**src/rtl/gamu_queue.sv**
```systemverilog
// ----------------------------------------------------------------------------
// gamu_queue
// Two-entry FIFO decoupling the front end from the execution back end.
// ----------------------------------------------------------------------------
module gamu_queue #(
  parameter int WIDTH = 8
) (
  input  logic             clk,
  input  logic             rst,
  input  logic             push,
  input  logic [WIDTH-1:0] push_data,
  output logic             full,
  input  logic             pop,
  output logic [WIDTH-1:0] pop_data,
  output logic             empty
);

  logic [WIDTH-1:0] slot [2];
  logic             wr_ptr;
  logic             rd_ptr;
  logic [1:0]       count;

  assign full     = (count == 2'd2);
  assign empty    = (count == 2'd0);
  assign pop_data = slot[rd_ptr];

  always_ff @(posedge clk) begin
    if (rst) begin
      wr_ptr <= 1'b0;
      rd_ptr <= 1'b0;
      count  <= 2'd0;
    end else begin
      if (push) begin
        wr_ptr <= ~wr_ptr;
      end
      if (pop) begin
        rd_ptr <= ~rd_ptr;
      end
      if (push && !pop) begin
        count <= count + 2'd1;
      end else if (pop && !push) begin
        count <= count - 2'd1;
      end
    end
  end

  always_ff @(posedge clk) begin
    if (push) begin
      slot[wr_ptr] <= push_data;
    end
  end

endmodule

```
**config.mk**
```make
export PLATFORM = sky130hd
export DESIGN_NAME = gamu_queue
export DESIGN_NICKNAME = d
export VERILOG_FILES = /design/src/rtl/gamu_queue.sv
export SDC_FILE = /design/constraint.sdc
export NUM_CORES = 1
export LEC_CHECK = 0
export ABC_CLOCK_PERIOD_IN_PS = 1400
export BUFFER_PORTS_ARGS = -buffer_cell sky130_fd_sc_hd__buf_2
export CORE_UTILIZATION = 48
export DETAILED_ROUTE_END_ITERATION = 12
export GPL_ROUTABILITY_DRIVEN = 0
export GPL_TIMING_DRIVEN = 0
export HOLD_SLACK_MARGIN = 0.1
export PLACE_DENSITY = 0.74
export SETUP_SLACK_MARGIN = 0.15
export SYNTH_ARGS = -nofsm -noshare
export SYNTH_HDL_FRONTEND = slang
export SYNTH_SLANG_ARGS = --single-unit
```
**constraint.sdc**
```tcl
create_clock -name clk -period 1.4 [get_ports clk]
set_input_delay 0.07 -clock clk [delete_from_list [all_inputs] [get_ports clk]]
set_output_delay 0.07 -clock clk [all_outputs]
set_load 0.005 [all_outputs]
```
# Word level (Yosys, flattened, before mapping)
# Memories as Yosys holds them, arrays and structs flattened. A register that Yosys moved wholly into a read port is not among the register bits.
# Index checks and enable logic that the tools add are counted.
# Widths: inputs -> output; s select.
# word_totals
ramBits	16
word_cells	21
register_bits	4
n_memories	1
out_inout_bits	10
# classes
muxes	6
n_addsub	2
n_eq_ne	1
reduce_logical	6
bitwise_logic	2
# memory_table
name	depth	width	rd	rd_ports_with_merged_regs	write_ports	line	source
slot	2	8	1	1	1	18	logic [WIDTH-1:0] slot [2];
# ops
cell	n
$mux 1	4
$mux 2	2
$add 2x1->2 const B	1
$eq 2x2->1 const B	1
$logic_and 1x1->1	2
$logic_not 1->1	2
$logic_not 2->1	1
$not 1->1	2
$reduce_bool 2->1	1
$sub 2x1->2 const B	1

# Longest topological paths before layout
# depth
depth_word	4
depth_mapped	5
mapped_depth_nobuf	5

# Worst setup path after synthesis
# OpenSTA, ideal clock, no wires.
# synth_timing
path_kind	reg-to-reg
from	register wr_ptr
to	memory slot[0][0] (enable)
arrival_ns	0.715
path_buffers	0
setup_time_ns	0.373
slack_ns	0.312
stages_incl_launch_ff	2
synth_period_minus_slack_ns	1.088
path_cell_list	dfxtp_1 nor2b_1
# synth_rtl
element	line	source
from (decl)	19	logic wr_ptr;
from (signal assigned)	34	wr_ptr <= ~wr_ptr;
to (decl)	18	
# Straight into the memory's write port.

==> results.txt <==
The layout has 107 filler cells. The highest fanout seen on the critical path is 8. The post-synth net total came out at 60. The number of global-route vias before repair was 525. The initial antenna violation count is 0.

The number of design-rule violations left by the first detailed-router iteration came out at 2. The endpoint required time on the critical path came out at 1.33 ns. The final hold slack came out at 0.252 ns. The total power density per cell area came out at 1120 nW/um^2. The number of search-and-repair iterations in the first detailed-routing pass came out at 2.

The number of failing setup endpoints in the final timing report is 0. The total of flip-flops plus latches after synthesis is 21. The period utilization is 92.2%.

Clock skew on the completed layout was measured at 0.00182 ns. Cells with a size suffix above 1 make up 43.4% of the layout. In the routed design, unresolved DRC markers number 0. At the pin with the least slew margin, the transition time is 0.438 ns. The gate count after technology mapping came out at 47. The CTS sink count is 21. By count the netlist is led by sky130_fd_sc_hd__edfxtp_1, sky130_fd_sc_hd__mux2_2, sky130_fd_sc_hd__dfxtp_1, sky130_fd_sc_hd__nor2_1.

The effective utilization at floorplan came out at 52.0%. The buffering stage count on the worst path with inverters included is 2. The site row count is 14. The summed instance area of the synthesized netlist came out at 783 sq um. The total number of vias is 482. The run finished with clean final reports.

In the global route stage, overall resource usage came out at 16.5%. By startpoint and endpoint, the worst setup path is classified as reg2out. The maximum clock path buffer count is 2. The mean routed wirelength per cell came out at 13.4 um. Of the post-synthesis cell area, the dominant cell type holds 61.3%. In this run the standard cell core region covers 1510 sq um. The first global-routing pass estimated 2110 um of wire. The top achievable clock speed came out at 775 MHz. The number of buffers created by CTS is 3. The relative slew slack is 70.7%. The number of enable-type register cells in the synthesized netlist is 16.

The number of synthesis warnings came out at 0. The critical path goes through buf_8 -> mux2_4 -> buf_2. The slowest stage cell on the critical path is sky130_fd_sc_hd__dfxtp_2.

The signed area change from the synthesized netlist to the final layout is 43.0%. The remaining number of nets flagged by the antenna check after routing came out at 0. The horizontal die dimension came out at 42.4 um.

Measured along the y axis, the die boundary spans 42.4 um. The number of nets in the layout came out at 97. The critical path capture point type is a primary output. The antenna cell count came out at 0. The number of max-cap violations came out at 0. Of all cell types, the one taking the most synthesized area is sky130_fd_sc_hd__edfxtp_1. The tightest min-delay check is of the in2reg type. The via density per instance is 4.87. The final global-route overflow total came out at 0. The final count of hold timing violations came out at 0. TritonCTS built the clock tree.

The final count of pins violating max slew came to 0. The worst setup path is launched from a flip-flop. The sum of negative setup slack is 0 ns.

The maximum number of pins on one net before global-route repair came out at 12. The leading register cell type out of synthesis is sky130_fd_sc_hd__edfxtp_1. The register clock-pin slew on the reported worst setup and hold paths came out at 0.11 ns. The part of the Yosys area used for sequential elements is 74.1%. Dividing the synthesized area by the synthesized cell count gives 16.7 sq um. The half-perimeter wire length of the detailed placement result is 837 um. In this design, the largest share of critical-path delay is due to flip-flops.

The worst IR drop on VDD is 0.000771 V. The quantity of I/O buffers inserted on ports came out at 21. In the post-synthesis netlist, the biggest area contributors are sky130_fd_sc_hd__edfxtp_1, sky130_fd_sc_hd__dfxtp_1, sky130_fd_sc_hd__mux2_2, sky130_fd_sc_hd__nor2_1, sky130_fd_sc_hd__xnor2_1. For this design the top-level I/O count stands at 22. For this block, the routed nets add up to 1330 um of wire. The arrival time reported for the critical path endpoint came out at 1.22 ns.

The biggest cell delay along the critical path is 0.35 ns. The most common cell in the synthesized netlist is sky130_fd_sc_hd__edfxtp_1. The share of flip-flops with an asynchronous set or reset after synthesis came out at 0%. The depth of the CTS H-tree came out at 1. The overall power consumption came out at 1250 uW. The tree is rooted in a sky130_fd_sc_hd__clkbuf_4.

The insertion delay to the later sink of the worst-skew pair is 0.29 ns. Counting I/O delays and the setup requirement, the final critical path takes 1.29 ns. The cell leakage power came out at 0.000468 uW. Setup repair after global routing could not meet its margin everywhere. The number of different library cells used by synthesis comes to 15. The die covers 1800 sq um.
-- final timing paths --
kind                                            start                    end  slack, ns  depth (start not counted)
worst max register to register    wr_ptr$_SDFFE_PP0P_   slot[1][6]$_DFFE_PP_       0.31                          1
worst max-delay path                        flip-flop            pop_data[5]       0.11                          3
worst min register to register  count[1]$_SDFFE_PP0P_  count[1]$_SDFFE_PP0P_       0.53                          2
worst min-delay path                             push  count[0]$_SDFFE_PP0P_       0.25                          4
-- routing by layer --
| layer | track usage (%) | part of all wire [%] | vias up |
|---|---|---|---|
| li1 | - | - | 241 |
| met1 | 17.9 | 40 | 227 |
| met2 | 29.2 | 56 | 12 |
| met3 | 3.88 | 3.5 | 2 |
| met4 | 9.38 | 0.68 | 0 |
| met5 | 0 | 0 | - |
-- timing repair --
item,4_1_cts,5_1_grt
pin swaps,0,0
hold endpoints to repair,21,0
endpoints found under the setup margin,16,8
hold buffers,11,0
gates resized for setup,4,14
buffers inserted,0,0
-- cell type report --
cell class,instances,area (sq um),share of cell area [%]
sequential,21,582,52.0
timing repair buffer,32,246,22.0
buffer,1,15.0,1.34
clock buffer,4,26.3,2.35
inverter,1,3.75,0.335
multi-input combinational,24,226,20.2
tap,16,20.0,1.79
-- state kept, by name, summed over array words and instances (netlist names), named ones only --
name / flops
count: 2
rd_ptr: 1
slot: 16
wr_ptr: 1
-- layout by cell type, fill, tap and decap left out --
| master | instances |
|---|---|
| sky130_fd_sc_hd__o21ai_0 | 1 |
| sky130_fd_sc_hd__inv_1 | 1 |
| sky130_fd_sc_hd__buf_8 | 1 |
| sky130_fd_sc_hd__and2_1 | 1 |
| sky130_fd_sc_hd__buf_2 | 16 |
| sky130_fd_sc_hd__ha_1 | 1 |
| sky130_fd_sc_hd__dlygate4sd3_1 | 11 |
| sky130_fd_sc_hd__or3_1 | 1 |
| sky130_fd_sc_hd__dfxtp_2 | 1 |
| sky130_fd_sc_hd__xor2_1 | 2 |
| sky130_fd_sc_hd__mux2_4 | 8 |
| sky130_fd_sc_hd__clkbuf_4 | 3 |
| sky130_fd_sc_hd__a21oi_1 | 1 |
| sky130_fd_sc_hd__xnor2_1 | 2 |
| sky130_fd_sc_hd__edfxtp_1 | 16 |
| sky130_fd_sc_hd__and2b_2 | 1 |
| sky130_fd_sc_hd__buf_6 | 5 |
| sky130_fd_sc_hd__dfxtp_1 | 4 |
| sky130_fd_sc_hd__nor2b_2 | 1 |
| sky130_fd_sc_hd__nor2_1 | 5 |
| sky130_fd_sc_hd__clkbuf_1 | 1 |
-- cell families (layout without fill, tap and decap cells) --
group                      Yosys count  after routing  share of synthesized area (%)
buffers and inverters                2             38                           1.12
and+or+nand+nor                      9              9                           5.91
AOI/OAI and AO/OA                    2              2                           1.28
DFF                                 21             21                           74.1
muxes                                8              8                           11.5
xor gates and xnor gates             4              4                           4.47
adders and majority gates            1              1                           1.60
-- report_power, final --
group / total, uW / internal, uW / switching (uW) / leakage, uW
logic: 231 / 146 / 85.4 / 0.000261
registers: 743 / 720 / 23.0 / 0.000192
clock network: 276 / 111 / 165 / 0.0000150
-- through the flow --
stage | cell area, sq um | setup WS, ns | std cells | utilization (%)
2_1_floorplan | 783 | 0.312 | 47 | -
3_3_place_gp | 908 | 0.144 | 84 | 60.3
3_5_place_dp | 908 | 0.0687 | 84 | 60.3
4_1_cts | 1050 | 0.0863 | 99 | 70.0
5_1_grt | 1120 | 0.0662 | 99 | 74.3
6_report | 1120 | 0.109 | 99 | 74.3
No activity file was read; power rests on OpenSTA's default activity.
