==> src/rtl/gamu_pkg.sv <==
// ----------------------------------------------------------------------------
// gamu_pkg
// Command codes, decoded operation type and the request record passed from
// the front end to the execution back end.
// ----------------------------------------------------------------------------
package gamu_pkg;

  localparam int CMD_W  = 4;
  localparam int ADDR_W = 10;
  localparam int DATA_W = 32;

  localparam logic [CMD_W-1:0] CMD_INC  = 4'd0;
  localparam logic [CMD_W-1:0] CMD_DEC  = 4'd1;
  localparam logic [CMD_W-1:0] CMD_FADD = 4'd2;
  localparam logic [CMD_W-1:0] CMD_CAS  = 4'd3;
  localparam logic [CMD_W-1:0] CMD_XCHG = 4'd4;
  localparam logic [CMD_W-1:0] CMD_LOAD = 4'd5;
  localparam logic [CMD_W-1:0] CMD_STOR = 4'd6;
  localparam logic [CMD_W-1:0] CMD_MAX  = 4'd7;
  localparam logic [CMD_W-1:0] CMD_MIN  = 4'd8;
  localparam logic [CMD_W-1:0] CMD_OR   = 4'd9;
  localparam logic [CMD_W-1:0] CMD_AND  = 4'd10;
  localparam logic [CMD_W-1:0] CMD_XOR  = 4'd11;

  typedef enum logic [3:0] {
    OP_INC,
    OP_DEC,
    OP_FADD,
    OP_CAS,
    OP_XCHG,
    OP_LOAD,
    OP_STOR,
    OP_MAX,
    OP_MIN,
    OP_OR,
    OP_AND,
    OP_XOR,
    OP_NONE
  } op_t;

  typedef struct packed {
    op_t               op;
    logic [DATA_W-1:0] operand;
    logic [DATA_W-1:0] swap;
  } req_t;

endpackage

==> src/rtl/gamu_if.sv <==
// ----------------------------------------------------------------------------
// gamu_req_if / gamu_rsp_if
// Valid/ready channels for atomic requests and their results.
// ----------------------------------------------------------------------------
interface gamu_req_if;
  logic        valid;
  logic        ready;
  logic [3:0]  cmd;
  logic [9:0]  word_address;
  logic [31:0] operand_value;
  logic [31:0] swap_value;

  modport source (output valid, cmd, word_address, operand_value, swap_value, input ready);
  modport sink (input valid, cmd, word_address, operand_value, swap_value, output ready);
endinterface


==> src/rtl/gamu_front.sv <==
// ----------------------------------------------------------------------------
// gamu_front
// Accepts request transactions, decodes the command and folds the word
// address onto the store size before handing the request to the queue.
// ----------------------------------------------------------------------------
module gamu_front import gamu_pkg::*; #(
  parameter int STORE_WORDS = 1024
) (
  input  logic                           clk,
  input  logic                           rst,
  input  logic                           hold,
  gamu_req_if.sink                       req,
  output logic                           push,
  output logic [$clog2(STORE_WORDS)-1:0] push_idx,
  output req_t                           push_req,
  input  logic                           full
);

  localparam int AW = $clog2(STORE_WORDS);

  logic              s1_valid;
  logic [ADDR_W-1:0] s1_addr;
  req_t              s1_req;
  op_t               op_dec;
  logic              take;

  always_comb begin
    unique case (req.cmd)
      CMD_INC:  op_dec = OP_INC;
      CMD_DEC:  op_dec = OP_DEC;
      CMD_FADD: op_dec = OP_FADD;
      CMD_CAS:  op_dec = OP_CAS;
      CMD_XCHG: op_dec = OP_XCHG;
      CMD_LOAD: op_dec = OP_LOAD;
      CMD_STOR: op_dec = OP_STOR;
      CMD_MAX:  op_dec = OP_MAX;
      CMD_MIN:  op_dec = OP_MIN;
      CMD_OR:   op_dec = OP_OR;
      CMD_AND:  op_dec = OP_AND;
      CMD_XOR:  op_dec = OP_XOR;
      default:  op_dec = OP_NONE;
    endcase
  end

  assign push      = s1_valid && !full;
  assign req.ready = !hold && (!s1_valid || !full);
  assign take      = req.valid && req.ready;
  assign push_req  = s1_req;

  always_ff @(posedge clk) begin
    if (rst) begin
      s1_valid <= 1'b0;
    end else if (take) begin
      s1_valid <= 1'b1;
    end else if (push) begin
      s1_valid <= 1'b0;
    end
  end

  always_ff @(posedge clk) begin
    if (take) begin
      s1_addr         <= req.word_address;
      s1_req.op       <= op_dec;
      s1_req.operand  <= req.operand_value;
      s1_req.swap     <= req.swap_value;
    end
  end

  generate
    if (STORE_WORDS >= (1 << ADDR_W)) begin : g_direct
      assign push_idx = AW'(s1_addr);
    end else begin : g_fold
      // x mod N via exact reciprocal: q = (x * ceil(2^k / N)) >> k, k = 10 + ceil(log2 N)
      localparam int RK = ADDR_W + AW;
      localparam int RM = ((1 << RK) + STORE_WORDS - 1) / STORE_WORDS;
      localparam int MW = $clog2(RM + 1);
      localparam int PW = ADDR_W + MW;

      logic [PW-1:0]       prod;
      logic [ADDR_W-1:0]   q_in;
      logic [ADDR_W-1:0]   s1_q;
      logic [2*ADDR_W-1:0] qn;
      logic [2*ADDR_W-1:0] rem;

      assign prod = PW'(req.word_address) * PW'(RM);
      assign q_in = ADDR_W'(prod >> RK);

      always_ff @(posedge clk) begin
        if (take) begin
          s1_q <= q_in;
        end
      end

      assign qn       = (2*ADDR_W)'(s1_q) * (2*ADDR_W)'(STORE_WORDS);
      assign rem      = (2*ADDR_W)'(s1_addr) - qn;
      assign push_idx = rem[AW-1:0];
    end
  endgenerate

endmodule

==> src/flat_wrapper.sv <==
// flat-port wrapper written by rule: the top's interface ports become plain ports
module gamu_front_flat import gamu_pkg::*;
#(
  parameter int STORE_WORDS = 1024
)
  (clk, rst, hold, push, push_idx, push_req, full, req_valid, req_cmd, req_word_address, req_operand_value, req_swap_value, req_ready);
  gamu_req_if req_i ();
  input  logic clk;
  input  logic rst;
  input  logic hold;
  output logic push;
  output logic [$clog2(STORE_WORDS)-1:0] push_idx;
  output req_t push_req;
  input  logic full;
  input wire logic [$bits(req_i.valid)-1:0] req_valid;
  input wire logic [$bits(req_i.cmd)-1:0] req_cmd;
  input wire logic [$bits(req_i.word_address)-1:0] req_word_address;
  input wire logic [$bits(req_i.operand_value)-1:0] req_operand_value;
  input wire logic [$bits(req_i.swap_value)-1:0] req_swap_value;
  output wire logic [$bits(req_i.ready)-1:0] req_ready;
  assign req_i.valid = req_valid;
  assign req_i.cmd = req_cmd;
  assign req_i.word_address = req_word_address;
  assign req_i.operand_value = req_operand_value;
  assign req_i.swap_value = req_swap_value;
  assign req_ready = req_i.ready;
  gamu_front #(.STORE_WORDS(STORE_WORDS)) u_core (.clk(clk), .rst(rst), .hold(hold), .req(req_i), .push(push), .push_idx(push_idx), .push_req(push_req), .full(full));
endmodule
==> config.mk <==
export PLATFORM = sky130hd
export DESIGN_NAME = gamu_front_flat
export DESIGN_NICKNAME = d
export VERILOG_FILES = /design/src/rtl/gamu_pkg.sv /design/src/rtl/gamu_if.sv /design/src/rtl/gamu_front.sv /design/src/flat_wrapper.sv
export SDC_FILE = /design/constraint.sdc
export NUM_CORES = 1
export LEC_CHECK = 0
export ABC_CLOCK_PERIOD_IN_PS = 4700
export BUFFER_PORTS_ARGS = -buffer_cell sky130_fd_sc_hd__clkbuf_2
export CORE_AREA = 2 2 84 86
export CTS_CLUSTER_DIAMETER = 120
export DETAILED_ROUTE_END_ITERATION = 8
export DIE_AREA = 0 0 86 88
export MAX_ROUTING_LAYER = met4
export PLACE_DENSITY_LB_ADDON = 0.12
export SETUP_SLACK_MARGIN = 0.5
export SYNTH_ARGS = -nofsm -noshare
export SYNTH_HDL_FRONTEND = slang
export SYNTH_SLANG_ARGS = --single-unit
==> constraint.sdc <==
create_clock -name clk -period 4.7 [get_ports clk]
set_input_delay 0.47 -clock clk [delete_from_list [all_inputs] [get_ports clk]]
set_output_delay 0.47 -clock clk [all_outputs]
set_load 0.02 [all_outputs]
* Yosys cells after proc, flatten, opt, wreduce, memory -nomap -nowiden
Memories as Yosys holds them, arrays and structs flattened. A register that Yosys moved wholly into a read port is not among the register bits. Index checks and enable logic that the tools add are counted.
Operators by class: reductions and logical operators 8, mux-type cells 2
Operators by type and width (number):
- $logic_and A1 B1 Y1 | 3
- $logic_not A1 Y1 | 3
- $mux W1 | 2
- $reduce_bool A2 Y1 | 1
- $logic_or A1 B1 Y1 | 1
Storage, ports and cells: memories 1, memory bits (read-only) 64, word-level logic and storage cells 15, register bits after elaboration 75, input port bits 83, output and inout bits 80
Memory list:
- (no name shown) | depth 16, bits a word 4, rd ports 1, clocked after memory_dff 1, write ports 0, line gamu_front.sv:28 | unique case (req.cmd)

* Longest topological paths before layout
Gate-level depths: netlist (run 1).
word-level depth 5, depth in mapped cells 2, gate-level depth less buffers 2

* Worst setup path before layout (run 1)
No wires, ideal clock.
kind input to register, start point input hold, end point register u_core.s1_addr[0] (netlist: u_core.push_idx[0]) (enable), setup time 0.540 ns, setup slack -0.233 ns, cell stages on the path 2, data arrival time 4.393 ns, data required time 4.160 ns, path buffers 0, path through nand2b_4 -> a21oi_1
On the way: cells in the longest elaborated chain, start to end 3
RTL lines:
- start: declaration | line flat_wrapper.sv:10 | input logic hold;
- $logic_not A1 Y1 | line gamu_front.sv:46 | assign req.ready = !hold && (!s1_valid || !full);
- $logic_and A1 B1 Y1 | line gamu_front.sv:46
- $logic_and A1 B1 Y1 | line gamu_front.sv:47 | assign take = req.valid && req.ready;
- named net u_core.take | line gamu_front.sv:25 | logic take;
- end signal: assignment | line gamu_front.sv:62 | s1_addr <= req.word_address;
- end: declaration | line gamu_front.sv:22 | logic [ADDR_W-1:0] s1_addr;
The timed path passes the listed nets, and every way through them passes these cells. A chain may end at the register's enable or synchronous reset.

* Final worst setup path (run 1)
start point register u_core.s1_valid, end point register u_core.s1_req (netlist bit u_core.push_req[55]) (enable)
On the way: cells in the longest elaborated chain, start to end 4
RTL lines:
- start: declaration | line gamu_front.sv:21 | logic s1_valid;
- start signal: assignment | line gamu_front.sv:52 | s1_valid <= 1'b0;
- start signal: assignment | line gamu_front.sv:54 | s1_valid <= 1'b1;
- start signal: assignment | line gamu_front.sv:56 | s1_valid <= 1'b0;
- $logic_not A1 Y1 | line gamu_front.sv:46
- $logic_or A1 B1 Y1 | line gamu_front.sv:46
- $logic_and A1 B1 Y1 | line gamu_front.sv:46
- $logic_and A1 B1 Y1 | line gamu_front.sv:47
- named net u_core.take | line gamu_front.sv:25
- end: declaration | line gamu_front.sv:23 | req_t s1_req;
The timed path passes the listed nets, and every way through them passes these cells.

==> results of run 1 <==
[worst max-delay path by stage]
| stage | depth (start not counted) | slack, ns | endpoint | startpoint |
|---|---|---|---|---|
| 3_3_place_gp | 4 | 2.72 | u_core.push_req[3] | hold |
| 3_5_place_dp | 4 | 2.71 | u_core.push_req[3] | hold |
| 2_1_floorplan | 2 | 1.54 | u_core.push_idx[0] | hold |
| 4_1_cts | 2 | 3.05 | u_core.push_req[37] | u_core.s1_valid |
| 5_1_grt | 2 | 2.95 | u_core.push_req[57] | u_core.s1_valid |
| 6_report | 2 | 3.07 | u_core.push_req[55] | u_core.s1_valid |
[flip-flops by register name, summed over array words and instances, names as in the netlist]
register	cells
u_core.push_idx	10
u_core.push_req	68
u_core.s1_valid	1
[cell families (layout without fill, tap and decap cells)]
| logic type | after synthesis | in the layout | synth area share (%) |
|---|---|---|---|
| buffers and inverters | 0 | 179 | 0 |
| flip-flops | 79 | 79 | 97.6 |
| AO/OA/AOI/OAI | 5 | 5 | 1.40 |
| AND/OR/NAND/NOR | 3 | 3 | 0.982 |
[layer usage]
metal	vias up	global-route usage, %	wire length [um]
met5	-	-	0
met4	0	6.06	85
met3	9	6.88	516
met2	92	18.3	2380
met1	654	14.5	1890
li1	697	-	-
[where the power goes]
part           leakage (uW)  switching [uW]  total (uW)  internal (uW)
clock network      0.000102             223         518            295
logic              0.000701            70.7         115           44.1
registers          0.000738            7.57         818            811
[cell type report]
type / count / area share (%)
Clock inverter: 5 / 2.04
Tap cell: 80 / 2.82
Clock buffer: 11 / 3.70
Sequential cell: 79 / 66.5
Timing Repair Buffer: 163 / 23.0
Multi-Input combinational cell: 8 / 1.94
[per-stage QoR]
stage | setup WS (ns) | util [%]
after global placement | 2.72 | 50.4
after CTS | 3.05 | 53.5
after detailed placement | 2.71 | 50.4
final | 3.07 | 53.5
after global routing | 2.95 | 53.5
after floorplan | 1.54 | -
[cell usage after synthesis, drive strengths merged]
master   n
edfxtp  78
dfxtp    1
nand2b   1
a21oi    3
a21boi   2
nor2b    1
nand2    1
==> flow_results.xml, run 1 <==
<?xml version="1.0" encoding="UTF-8"?>
<metrics>
  <group name="status">
    <metric name="outcome" unit="">finished clean</metric>
  </group>
  <group name="routing">
    <metric name="routed_wirelength" unit="um">4870</metric>
    <metric name="post_drt_via_cell_ratio" unit="">4.20</metric>
    <metric name="drt-wirelength-per-cell" unit="um">14.1</metric>
    <metric name="drc" unit="">0</metric>
    <metric name="drt.antenna.violating_nets" unit="">0</metric>
    <metric name="via_count" unit="">1452</metric>
    <metric name="dr.first_iter.drc_count" unit="">81</metric>
    <metric name="drt_pre_antenna_iters" unit="">4</metric>
  </group>
  <group name="grt">
    <metric name="global_route.overflow_total" unit="">0</metric>
    <metric name="number_of_antenna_violations_at_the_first_check_in_global_routing" unit="">0</metric>
    <metric name="grt_first_pass_wirelength" unit="um">6600</metric>
    <metric name="grt_pass1_vias" unit="">1346</metric>
    <metric name="grt_start_max_net_pins" unit="">79</metric>
    <metric name="track_usage" unit="%">12.7</metric>
  </group>
  <group name="layout">
    <metric name="layout_commonest_cell" unit="">sky130_fd_sc_hd__clkbuf_2</metric>
    <metric name="final_net_count" unit="">344</metric>
    <metric name="final_cell_area" unit="um^2">3550</metric>
    <metric name="layout_common_cells" unit="">162 x sky130_fd_sc_hd__clkbuf_2, 78 x sky130_fd_sc_hd__edfxtp_1, 9 x sky130_fd_sc_hd__clkbuf_8</metric>
    <metric name="layout_cell_share_with_drive_strength_beyond_1" unit="%">66.9</metric>
    <metric name="num-fill-cells" unit="">567</metric>
    <metric name="num_antenna_cells" unit="">0</metric>
    <metric name="final_cells" unit="">346</metric>
    <metric name="ff_latch_area" unit="um^2">2360</metric>
    <metric name="areaGrowthSynthToFinish" unit="%">46.8</metric>
    <metric name="multi_input_gate_area" unit="um^2">68.8</metric>
  </group>
  <group name="clock_network">
    <metric name="post_cts_hold_buffer_count" unit="">0</metric>
    <metric name="cts.clk_slew.worst_paths" unit="ns">0.07</metric>
    <metric name="postCtsSetupRepairBufs" unit="">0</metric>
    <metric name="clockRootBuffer" unit="">sky130_fd_sc_hd__clkbuf_8</metric>
    <metric name="ctsLongestPathBuffers" unit="">2</metric>
    <metric name="worst_skew_pair.late_latency" unit="ns">0.34</metric>
    <metric name="clock_tree_from_tritoncts" unit="">done</metric>
    <metric name="clock_sink_count" unit="">79</metric>
    <metric name="numCtsBuffers" unit="">9</metric>
    <metric name="cts_max_level" unit="">3</metric>
    <metric name="post_cts_resize_count" unit="">0</metric>
  </group>
  <group name="worst_setup_path">
    <metric name="worst_path_dominant_cell_family" unit="">buffers and inverters</metric>
    <metric name="required_time_at_the_endpoint_of_the_critical_path" unit="ns">4.66</metric>
    <metric name="crit_slowest_cell" unit="">sky130_fd_sc_hd__buf_4</metric>
    <metric name="reg2regPathDepth" unit="">2</metric>
    <metric name="critPathMaxFanout" unit="">78</metric>
    <metric name="reg2reg_slack" unit="ns">3.07</metric>
    <metric name="cp.arrival" unit="ns">1.58</metric>
    <metric name="critPathCaptureType" unit="">flip-flop</metric>
    <metric name="endpoint_of_the_worst_slack_reg_to_reg_timing_path" unit="">u_core.push_req[55]</metric>
    <metric name="kind_of_launch_point_of_the_worst_setup_path" unit="">flip-flop</metric>
    <metric name="criticalPathCategory" unit="">reg2reg</metric>
    <metric name="timing.critical_path.slowest_cell_delay" unit="ns">0.74</metric>
    <metric name="origin_of_the_critical_flop_to_flop_path" unit="">u_core.s1_valid</metric>
    <metric name="path_buf_inv" unit="">1</metric>
    <metric name="path_cells" unit="">a21oi_4 &gt; buf_4</metric>
  </group>
  <group name="sta">
    <metric name="timing.setup.tns" unit="ns">0</metric>
    <metric name="finalSetupViolCount" unit="">0</metric>
    <metric name="rsz_0062_raised_after_global_routing" unit="">no</metric>
    <metric name="final_clock_skew" unit="ns">0.00503</metric>
    <metric name="final_min_period_over_clock_period" unit="%">34.6</metric>
    <metric name="hold_ws" unit="ns">0.290</metric>
    <metric name="finalHoldViolCount" unit="">0</metric>
    <metric name="timing_limited_maximum_frequency" unit="MHz">615</metric>
    <metric name="number_of_pins_with_negative_max_slew_slack_in_the_final_report" unit="">0</metric>
    <metric name="worstMarginPinSlew" unit="ns">0.941</metric>
    <metric name="fin_crit" unit="ns">1.63</metric>
    <metric name="maxSlewHeadroom" unit="%">37.2</metric>
  </group>
  <group name="worst_hold_path">
    <metric name="source_of_the_worst_hold_timing_path" unit="">rst</metric>
    <metric name="min_path_cells" unit="">2</metric>
    <metric name="hold_class" unit="">in2reg</metric>
    <metric name="min_to" unit="">u_core.s1_valid</metric>
  </group>
  <group name="placement">
    <metric name="placedCellCount" unit="">330</metric>
    <metric name="buffer_ports.inserted" unit="">162</metric>
    <metric name="gp_congestion" unit="">0.675</metric>
    <metric name="placedInstanceArea" unit="um^2">3350</metric>
  </group>
  <group name="synth">
    <metric name="synth.area.top_cells" unit="">sky130_fd_sc_hd__edfxtp_1 97%, sky130_fd_sc_hd__dfxtp_1 0.83%, sky130_fd_sc_hd__a21boi_0 0.62%</metric>
    <metric name="yosysUniqueCellTypes" unit="">8</metric>
    <metric name="postSynthRegisterBits" unit="">79</metric>
    <metric name="yosysWarningCount" unit="">0</metric>
    <metric name="synthDominantCellAreaShare" unit="%">96.8</metric>
    <metric name="synth_seq_area_share" unit="%">97.6</metric>
    <metric name="syn-num-nets" unit="">170</metric>
    <metric name="synthesis.area" unit="um^2">2420</metric>
    <metric name="yosys.area.top_type" unit="">sky130_fd_sc_hd__edfxtp_1</metric>
    <metric name="post_synth_inst_count" unit="">87</metric>
    <metric name="syn_avg_cell_area" unit="um^2">27.8</metric>
  </group>
  <group name="die">
    <metric name="dieWidth" unit="um">86</metric>
    <metric name="die-area" unit="um^2">7570</metric>
    <metric name="floorplan.die.height" unit="um">88</metric>
    <metric name="io-pin-count" unit="">163</metric>
    <metric name="floorplan.core_area" unit="um^2">6640</metric>
    <metric name="initial_core_util" unit="%">36.4</metric>
    <metric name="fp-row-count" unit="">30</metric>
  </group>
  <group name="pwr">
    <metric name="powerDensity" unit="nW/um^2">408</metric>
    <metric name="totalPowerFinal" unit="uW">1450</metric>
    <metric name="total_leakage_power" unit="uW">0.00154</metric>
    <metric name="vdd.ir_drop.worst" unit="mV">0.260</metric>
  </group>
  <group name="job">
    <metric name="drv_cap" unit="">0</metric>
  </group>
</metrics>
No activity file was read; power rests on OpenSTA's default activity.
==> run 2: changes to the inputs <==
--- a/config.mk
+++ b/config.mk
@@ -5,12 +5,12 @@
 export SDC_FILE = /design/constraint.sdc
 export NUM_CORES = 1
 export LEC_CHECK = 0
-export ABC_CLOCK_PERIOD_IN_PS = 4700
+export ABC_CLOCK_PERIOD_IN_PS = 1500
 export BUFFER_PORTS_ARGS = -buffer_cell sky130_fd_sc_hd__clkbuf_2
-export CORE_AREA = 2 2 84 86
+export CORE_AREA = 2 2 81 83
 export CTS_CLUSTER_DIAMETER = 120
 export DETAILED_ROUTE_END_ITERATION = 8
-export DIE_AREA = 0 0 86 88
+export DIE_AREA = 0 0 83 85
 export MAX_ROUTING_LAYER = met4
 export PLACE_DENSITY_LB_ADDON = 0.12
 export SETUP_SLACK_MARGIN = 0.5
==> constraint.sdc (replaced) <==
create_clock -name clk -period 1.5 [get_ports clk]
set_input_delay 0.15 -clock clk [delete_from_list [all_inputs] [get_ports clk]]
set_output_delay 0.15 -clock clk [all_outputs]
set_load 0.02 [all_outputs]
==> run 2 against run 1 <==
Net effect: register-to-register slack worse by 2.7 ns; wire length is 29% higher; flip-flop and latch count stayed put; hold slack worse by 0.18 ns; non-clock buffer count is 84 higher; die area is 6.8% lower; cell area is 33% higher; sequential power grew to 3.1 times the previous value; critical path depth is 1 higher; clock-buffer cell count is 1 lower; first-iteration DRC count is 20% higher; critical endpoint is now u_core.push_idx[9]; largest power group unchanged.
==> flow_results.xml, run 2 (same netlist as run 1, synthesis figures left out) <==
<?xml version="1.0" encoding="UTF-8"?>
<metrics>
  <group name="die">
    <metric name="initial_core_util" unit="%">39.0</metric>
    <metric name="fp-row-count" unit="">29</metric>
    <metric name="io-pin-count" unit="">163</metric>
    <metric name="dieWidth" unit="um">83</metric>
    <metric name="floorplan.die.height" unit="um">85</metric>
    <metric name="die-area" unit="um^2">7060</metric>
    <metric name="floorplan.core_area" unit="um^2">6200</metric>
  </group>
  <group name="grt">
    <metric name="number_of_antenna_violations_at_the_first_check_in_global_routing" unit="">0</metric>
    <metric name="track_usage" unit="%">18.0</metric>
    <metric name="grt_start_max_net_pins" unit="">40</metric>
    <metric name="grt_first_pass_wirelength" unit="um">9090</metric>
    <metric name="global_route.overflow_total" unit="">0</metric>
    <metric name="grt_pass1_vias" unit="">1905</metric>
  </group>
  <group name="worst_setup_path">
    <metric name="endpoint_of_the_worst_slack_reg_to_reg_timing_path" unit="">u_core.push_idx[9]</metric>
    <metric name="required_time_at_the_endpoint_of_the_critical_path" unit="ns">1.55</metric>
    <metric name="origin_of_the_critical_flop_to_flop_path" unit="">u_core.s1_valid</metric>
    <metric name="kind_of_launch_point_of_the_worst_setup_path" unit="">flip-flop</metric>
    <metric name="critPathMaxFanout" unit="">10</metric>
    <metric name="reg2reg_slack" unit="ns">0.35</metric>
    <metric name="criticalPathCategory" unit="">reg2reg</metric>
    <metric name="critPathCaptureType" unit="">flip-flop</metric>
    <metric name="crit_slowest_cell" unit="">sky130_fd_sc_hd__dfxtp_4</metric>
    <metric name="critPathLaunch" unit="">u_core.s1_valid</metric>
    <metric name="path_cells" unit="">a21oi_4 &gt; buf_6 &gt; buf_16</metric>
    <metric name="timing.critical_path.slowest_cell_delay" unit="ns">0.37</metric>
    <metric name="cp.arrival" unit="ns">1.20</metric>
    <metric name="reg2regPathDepth" unit="">3</metric>
  </group>
  <group name="layout">
    <metric name="final_cells" unit="">426</metric>
    <metric name="final_net_count" unit="">428</metric>
    <metric name="layout_cell_share_with_drive_strength_beyond_1" unit="%">53.9</metric>
    <metric name="num_antenna_cells" unit="">0</metric>
    <metric name="layout_common_cells" unit="">86 x sky130_fd_sc_hd__clkbuf_2, 78 x sky130_fd_sc_hd__edfxtp_1, 77 x sky130_fd_sc_hd__dlygate4sd3_1, 43 x sky130_fd_sc_hd__buf_6, 35 x sky130_fd_sc_hd__buf_2</metric>
    <metric name="num-fill-cells" unit="">373</metric>
    <metric name="final_cell_area" unit="um^2">4730</metric>
    <metric name="layout_commonest_cell" unit="">sky130_fd_sc_hd__clkbuf_2</metric>
    <metric name="max_ffs_per_register" unit="">68</metric>
    <metric name="areaGrowthSynthToFinish" unit="%">95.4</metric>
  </group>
  <group name="routing">
    <metric name="routed_wirelength" unit="um">6280</metric>
    <metric name="drt.antenna.violating_nets" unit="">0</metric>
    <metric name="drt_pre_antenna_iters" unit="">4</metric>
    <metric name="drt-wirelength-per-cell" unit="um">14.7</metric>
    <metric name="dr.first_iter.drc_count" unit="">97</metric>
    <metric name="drc" unit="">0</metric>
    <metric name="via_count" unit="">1803</metric>
    <metric name="post_drt_via_cell_ratio" unit="">4.23</metric>
  </group>
  <group name="sta">
    <metric name="hold_ws" unit="ns">0.108</metric>
    <metric name="finalHoldViolCount" unit="">0</metric>
    <metric name="rsz_0062_raised_after_global_routing" unit="">yes</metric>
    <metric name="worstMarginPinSlew" unit="ns">0.207</metric>
    <metric name="fin_crit" unit="ns">1.15</metric>
    <metric name="number_of_pins_with_negative_max_slew_slack_in_the_final_report" unit="">0</metric>
    <metric name="timing_limited_maximum_frequency" unit="MHz">871</metric>
    <metric name="finalSetupViolCount" unit="">0</metric>
    <metric name="maxSlewHeadroom" unit="%">86.2</metric>
    <metric name="final_min_period_over_clock_period" unit="%">76.5</metric>
    <metric name="final_clock_skew" unit="ns">0.00914</metric>
    <metric name="timing.setup.tns" unit="ns">0</metric>
  </group>
  <group name="status">
    <metric name="outcome" unit="">finished clean</metric>
  </group>
  <group name="clock_network">
    <metric name="cts.clk_slew.worst_paths" unit="ns">0.07</metric>
    <metric name="worst_skew_pair.late_latency" unit="ns">0.33</metric>
    <metric name="cts_max_level" unit="">3</metric>
    <metric name="numCtsBuffers" unit="">9</metric>
    <metric name="clock_sink_count" unit="">79</metric>
    <metric name="ctsLongestPathBuffers" unit="">2</metric>
    <metric name="clock_tree_from_tritoncts" unit="">done</metric>
    <metric name="clockRootBuffer" unit="">sky130_fd_sc_hd__clkbuf_8</metric>
  </group>
  <group name="pwr">
    <metric name="powerDensity" unit="nW/um^2">1020</metric>
    <metric name="vdd.ir_drop.worst" unit="mV">0.670</metric>
    <metric name="total_leakage_power" unit="uW">0.00200</metric>
    <metric name="totalPowerFinal" unit="uW">4810</metric>
  </group>
  <group name="placement">
    <metric name="placedInstanceArea" unit="um^2">3380</metric>
    <metric name="gp_congestion" unit="">0.681</metric>
    <metric name="buffer_ports.inserted" unit="">162</metric>
    <metric name="placedCellCount" unit="">328</metric>
  </group>
  <group name="worst_hold_path">
    <metric name="hold_class" unit="">in2reg</metric>
    <metric name="min_path_cells" unit="">3</metric>
    <metric name="min_to" unit="">u_core.s1_valid</metric>
    <metric name="source_of_the_worst_hold_timing_path" unit="">req_valid</metric>
  </group>
  <group name="job">
    <metric name="drv_cap" unit="">0</metric>
  </group>
</metrics>
==> run 2: routing by layer <==
metal	vias to the layer above	track usage, %	share of wire (%)
li1	866	-	-
met5	-	-	0
met3	10	5.74	6.7
met1	826	19.9	38
met2	101	30.1	53
met4	0	7.90	2.0
==> run 2: how the worst max path moves through the flow <==
stage / endpoint / slack [ns] / cells past startpoint
after floorplan: u_core.push_idx[0] / -0.56 / 1
after global placement: u_core.push_req[38] / 0.35 / 4
after detailed placement: u_core.push_req[6] / 0.34 / 4
after CTS: push / 0.32 / 2
after global routing: req_ready / 0.31 / 2
final: u_core.push_idx[9] / 0.35 / 3
==> run 2: cell type report <==
class / count / area [um^2] / area share, %
Timing Repair Buffer: 247 / 1990 / 42.0
Clock buffer: 10 / 128 / 2.70
Multi-Input combinational cell: 8 / 76.3 / 1.61
Clock inverter: 5 / 73.8 / 1.56
Sequential cell: 79 / 2370 / 50.0
Tap cell: 77 / 96.3 / 2.04
==> run 2: report_power, final <==
group          leakage, uW  internal (uW)  switching, uW  total (uW)
sequential        0.000739           2540           32.6        2570
clock             0.000104            917            685        1600
combinational      0.00116            362            274         636
total              0.00200           3820            992        4810
==> run 2: timing repair <==
item | CTS | global route
setup buffers | 2 | 0
hold buffers | 76 | 1
hold endpoints to repair | 76 | 1
setup endpoints to repair | 158 | 158
pin swaps | 0 | 1
resized for setup | 6 | 159
cloned | 2 | 2
==> run 2: stage by stage <==
step / utilization (%) / worst slack (ns)
CTS: 71.3 / 0.315
detailed placement: 54.5 / 0.339
floorplan: - / -0.563
finish: 76.2 / 0.352
global placement: 54.5 / 0.349
global route: 76.2 / 0.313
==> run 2: worst max-delay path: cells and delay by family, from the launching register on <==
| kind | cells | cell delay, ns |
|---|---|---|
| AO/OA/AOI/OAI | 1 | 0.19 |
| buffers and inverters | 2 | 0.31 |
| flip-flops | 1 | 0.37 |
==> run 3: changes to the inputs <==
--- a/config.mk
+++ b/config.mk
@@ -5,7 +5,7 @@
 export SDC_FILE = /design/constraint.sdc
 export NUM_CORES = 1
 export LEC_CHECK = 0
-export ABC_CLOCK_PERIOD_IN_PS = 1500
+export ABC_CLOCK_PERIOD_IN_PS = 1150
 export BUFFER_PORTS_ARGS = -buffer_cell sky130_fd_sc_hd__clkbuf_2
 export CORE_AREA = 2 2 81 83
 export CTS_CLUSTER_DIAMETER = 120
==> constraint.sdc (replaced) <==
create_clock -name clk -period 1.15 [get_ports clk]
set_input_delay 0.115 -clock clk [delete_from_list [all_inputs] [get_ports clk]]
set_output_delay 0.115 -clock clk [all_outputs]
set_load 0.02 [all_outputs]
==> run 3 against run 2 <==
Net effect: the run now ends with negative hold slack left; fmax grew 2.3%; flip-flop and latch count stayed put; utilization up 4.2 points; critical path type unchanged; largest cell class unchanged; highest routed layer unchanged.
==> flow_results.xml, run 3 (same netlist as run 1, synthesis figures left out) <==
<?xml version="1.0" encoding="UTF-8"?>
<metrics>
  <group name="die">
    <metric name="die-area" unit="um^2">7060</metric>
    <metric name="floorplan.die.height" unit="um">85</metric>
    <metric name="fp-row-count" unit="">29</metric>
    <metric name="floorplan.core_area" unit="um^2">6200</metric>
    <metric name="initial_core_util" unit="%">39.0</metric>
    <metric name="dieWidth" unit="um">83</metric>
    <metric name="io-pin-count" unit="">163</metric>
  </group>
  <group name="clock_network">
    <metric name="ctsLongestPathBuffers" unit="">2</metric>
    <metric name="clockRootBuffer" unit="">sky130_fd_sc_hd__clkbuf_8</metric>
    <metric name="numCtsBuffers" unit="">9</metric>
    <metric name="cts.clk_slew.worst_paths" unit="ns">0.07</metric>
    <metric name="clock_sink_count" unit="">79</metric>
    <metric name="clock_tree_from_tritoncts" unit="">done</metric>
    <metric name="cts_max_level" unit="">3</metric>
    <metric name="worst_skew_pair.late_latency" unit="ns">0.33</metric>
  </group>
  <group name="grt">
    <metric name="grt_start_max_net_pins" unit="">17</metric>
    <metric name="number_of_antenna_violations_at_the_first_check_in_global_routing" unit="">0</metric>
    <metric name="grt_first_pass_wirelength" unit="um">8580</metric>
    <metric name="global_route.overflow_total" unit="">0</metric>
    <metric name="grt_pass1_vias" unit="">1851</metric>
    <metric name="track_usage" unit="%">16.8</metric>
  </group>
  <group name="layout">
    <metric name="num_antenna_cells" unit="">0</metric>
    <metric name="final_cells" unit="">418</metric>
    <metric name="final_net_count" unit="">420</metric>
    <metric name="num-fill-cells" unit="">352</metric>
    <metric name="max_ffs_per_register" unit="">68</metric>
    <metric name="areaGrowthSynthToFinish" unit="%">106</metric>
    <metric name="layout_commonest_cell" unit="">sky130_fd_sc_hd__buf_6</metric>
    <metric name="layout_common_cells" unit="">82 x sky130_fd_sc_hd__buf_6, 80 x sky130_fd_sc_hd__clkbuf_2, 78 x sky130_fd_sc_hd__edfxtp_1, 34 x sky130_fd_sc_hd__dlygate4sd3_1, 34 x sky130_fd_sc_hd__dlymetal6s4s_1</metric>
    <metric name="final_cell_area" unit="um^2">4990</metric>
    <metric name="layout_cell_share_with_drive_strength_beyond_1" unit="%">55.1</metric>
  </group>
  <group name="sta">
    <metric name="hold_ws" unit="ns">-0.0290</metric>
    <metric name="fin_crit" unit="ns">1.12</metric>
    <metric name="number_of_pins_with_negative_max_slew_slack_in_the_final_report" unit="">0</metric>
    <metric name="timing.setup.tns" unit="ns">0</metric>
    <metric name="rsz_0062_raised_after_global_routing" unit="">yes</metric>
    <metric name="finalHoldViolCount" unit="">9</metric>
    <metric name="timing_limited_maximum_frequency" unit="MHz">891</metric>
    <metric name="worstMarginPinSlew" unit="ns">0.161</metric>
    <metric name="final_min_period_over_clock_period" unit="%">97.6</metric>
    <metric name="maxSlewHeadroom" unit="%">89.2</metric>
    <metric name="finalSetupViolCount" unit="">0</metric>
    <metric name="final_clock_skew" unit="ns">0.00729</metric>
  </group>
  <group name="pwr">
    <metric name="total_leakage_power" unit="uW">0.00236</metric>
    <metric name="power_switching_share" unit="%">19.4</metric>
    <metric name="clkPwrFrac" unit="%">34.8</metric>
    <metric name="power.sequential.fraction" unit="%">51.6</metric>
    <metric name="comb_power_share" unit="%">13.6</metric>
    <metric name="p_int" unit="uW">5270</metric>
    <metric name="powerDensity" unit="nW/um^2">1310</metric>
    <metric name="vdd.ir_drop.worst" unit="mV">0.909</metric>
    <metric name="totalPowerFinal" unit="uW">6540</metric>
    <metric name="netSwitchingPower" unit="uW">1270</metric>
  </group>
  <group name="routing">
    <metric name="drt.antenna.violating_nets" unit="">0</metric>
    <metric name="drt_pre_antenna_iters" unit="">4</metric>
    <metric name="post_drt_via_cell_ratio" unit="">4.24</metric>
    <metric name="routed_wirelength" unit="um">6310</metric>
    <metric name="drt-wirelength-per-cell" unit="um">15.1</metric>
    <metric name="dr.first_iter.drc_count" unit="">44</metric>
    <metric name="drc" unit="">0</metric>
    <metric name="via_count" unit="">1772</metric>
  </group>
  <group name="worst_setup_path">
    <metric name="kind_of_launch_point_of_the_worst_setup_path" unit="">flip-flop</metric>
    <metric name="criticalPathCategory" unit="">reg2reg</metric>
    <metric name="required_time_at_the_endpoint_of_the_critical_path" unit="ns">1.19</metric>
    <metric name="critPathMaxFanout" unit="">16</metric>
    <metric name="cp.arrival" unit="ns">1.16</metric>
    <metric name="critPathCaptureType" unit="">flip-flop</metric>
  </group>
  <group name="placement">
    <metric name="placedCellCount" unit="">330</metric>
    <metric name="gp_congestion" unit="">0.731</metric>
    <metric name="buffer_ports.inserted" unit="">162</metric>
    <metric name="placedInstanceArea" unit="um^2">3400</metric>
  </group>
  <group name="worst_hold_path">
    <metric name="hold_class" unit="">in2reg</metric>
  </group>
  <group name="status">
    <metric name="outcome" unit="">finished with violations</metric>
    <metric name="failed_checks" unit="">negative hold slack</metric>
  </group>
  <group name="job">
    <metric name="drv_cap" unit="">0</metric>
  </group>
</metrics>
[run 3: per-stage QoR]
step                      hold WS, ns  setup slack (ns)  utilization (%)
after floorplan                 0.170            -0.913                -
after global placement          0.276           0.00150             54.7
after detailed placement        0.279           0.00242             54.7
after CTS                     -0.0413           0.00783             71.5
after global routing          -0.0520          -0.00197             80.4
final                         -0.0290            0.0278             80.4
[run 3: area by class of cell]
cell class | instances | area (um^2) | share of cell area, %
Sequential cell | 79 | 2370 | 47.4
Timing Repair Buffer | 239 | 2220 | 44.6
Clock buffer | 10 | 128 | 2.56
Clock inverter | 5 | 97.6 | 1.96
Tap cell | 77 | 96.3 | 1.93
Multi-Input combinational cell | 8 | 76.3 | 1.53
[run 3: worst paths after layout]
| check | from | end | slack [ns] | cells past startpoint |
|---|---|---|---|---|
| min reg2reg | u_core.s1_valid | u_core.s1_valid | 0.51 | 2 |
| max reg2reg | u_core.s1_valid | u_core.push_req[11] | 0.03 | 3 |
| max | u_core.s1_valid | u_core.push_req[11] | 0.03 | 3 |
| min | req_operand_value[4] | u_core.push_req[36] | -0.03 | 1 |
[run 3: timing repair]
action	CTS	global route
endpoints found under the hold margin	77	10
pin swaps	0	1
hold buffers	71	1
buffers inserted	3	0
cloned	2	0
gates resized for setup	10	273
endpoints found under the setup margin	158	196
[run 3: worst max-delay path, stage by stage, from the launching register on]
cell                      delay (ns)
sky130_fd_sc_hd__dfxtp_4        0.36
sky130_fd_sc_hd__a21oi_4        0.17
sky130_fd_sc_hd__buf_6          0.15
sky130_fd_sc_hd__buf_12         0.14
[run 3: power by group through the flow]
stage | Combinational (uW) | Clock, uW | Sequential (uW)
floorplan | 59.5 | 0 | 3570
global placement | 496 | 0 | 3410
detailed placement | 503 | 0 | 3410
CTS | 739 | 2350 | 3340
global route | 937 | 2450 | 3380
finish | 887 | 2280 | 3370
[run 3: routing by layer]
layer	vias up	track usage, %	part of all wire (%)
met1	811	17.7	34
met3	12	4.67	5.8
li1	852	-	-
met4	0	7.60	1.9
met5	-	-	0
met2	97	29.6	58
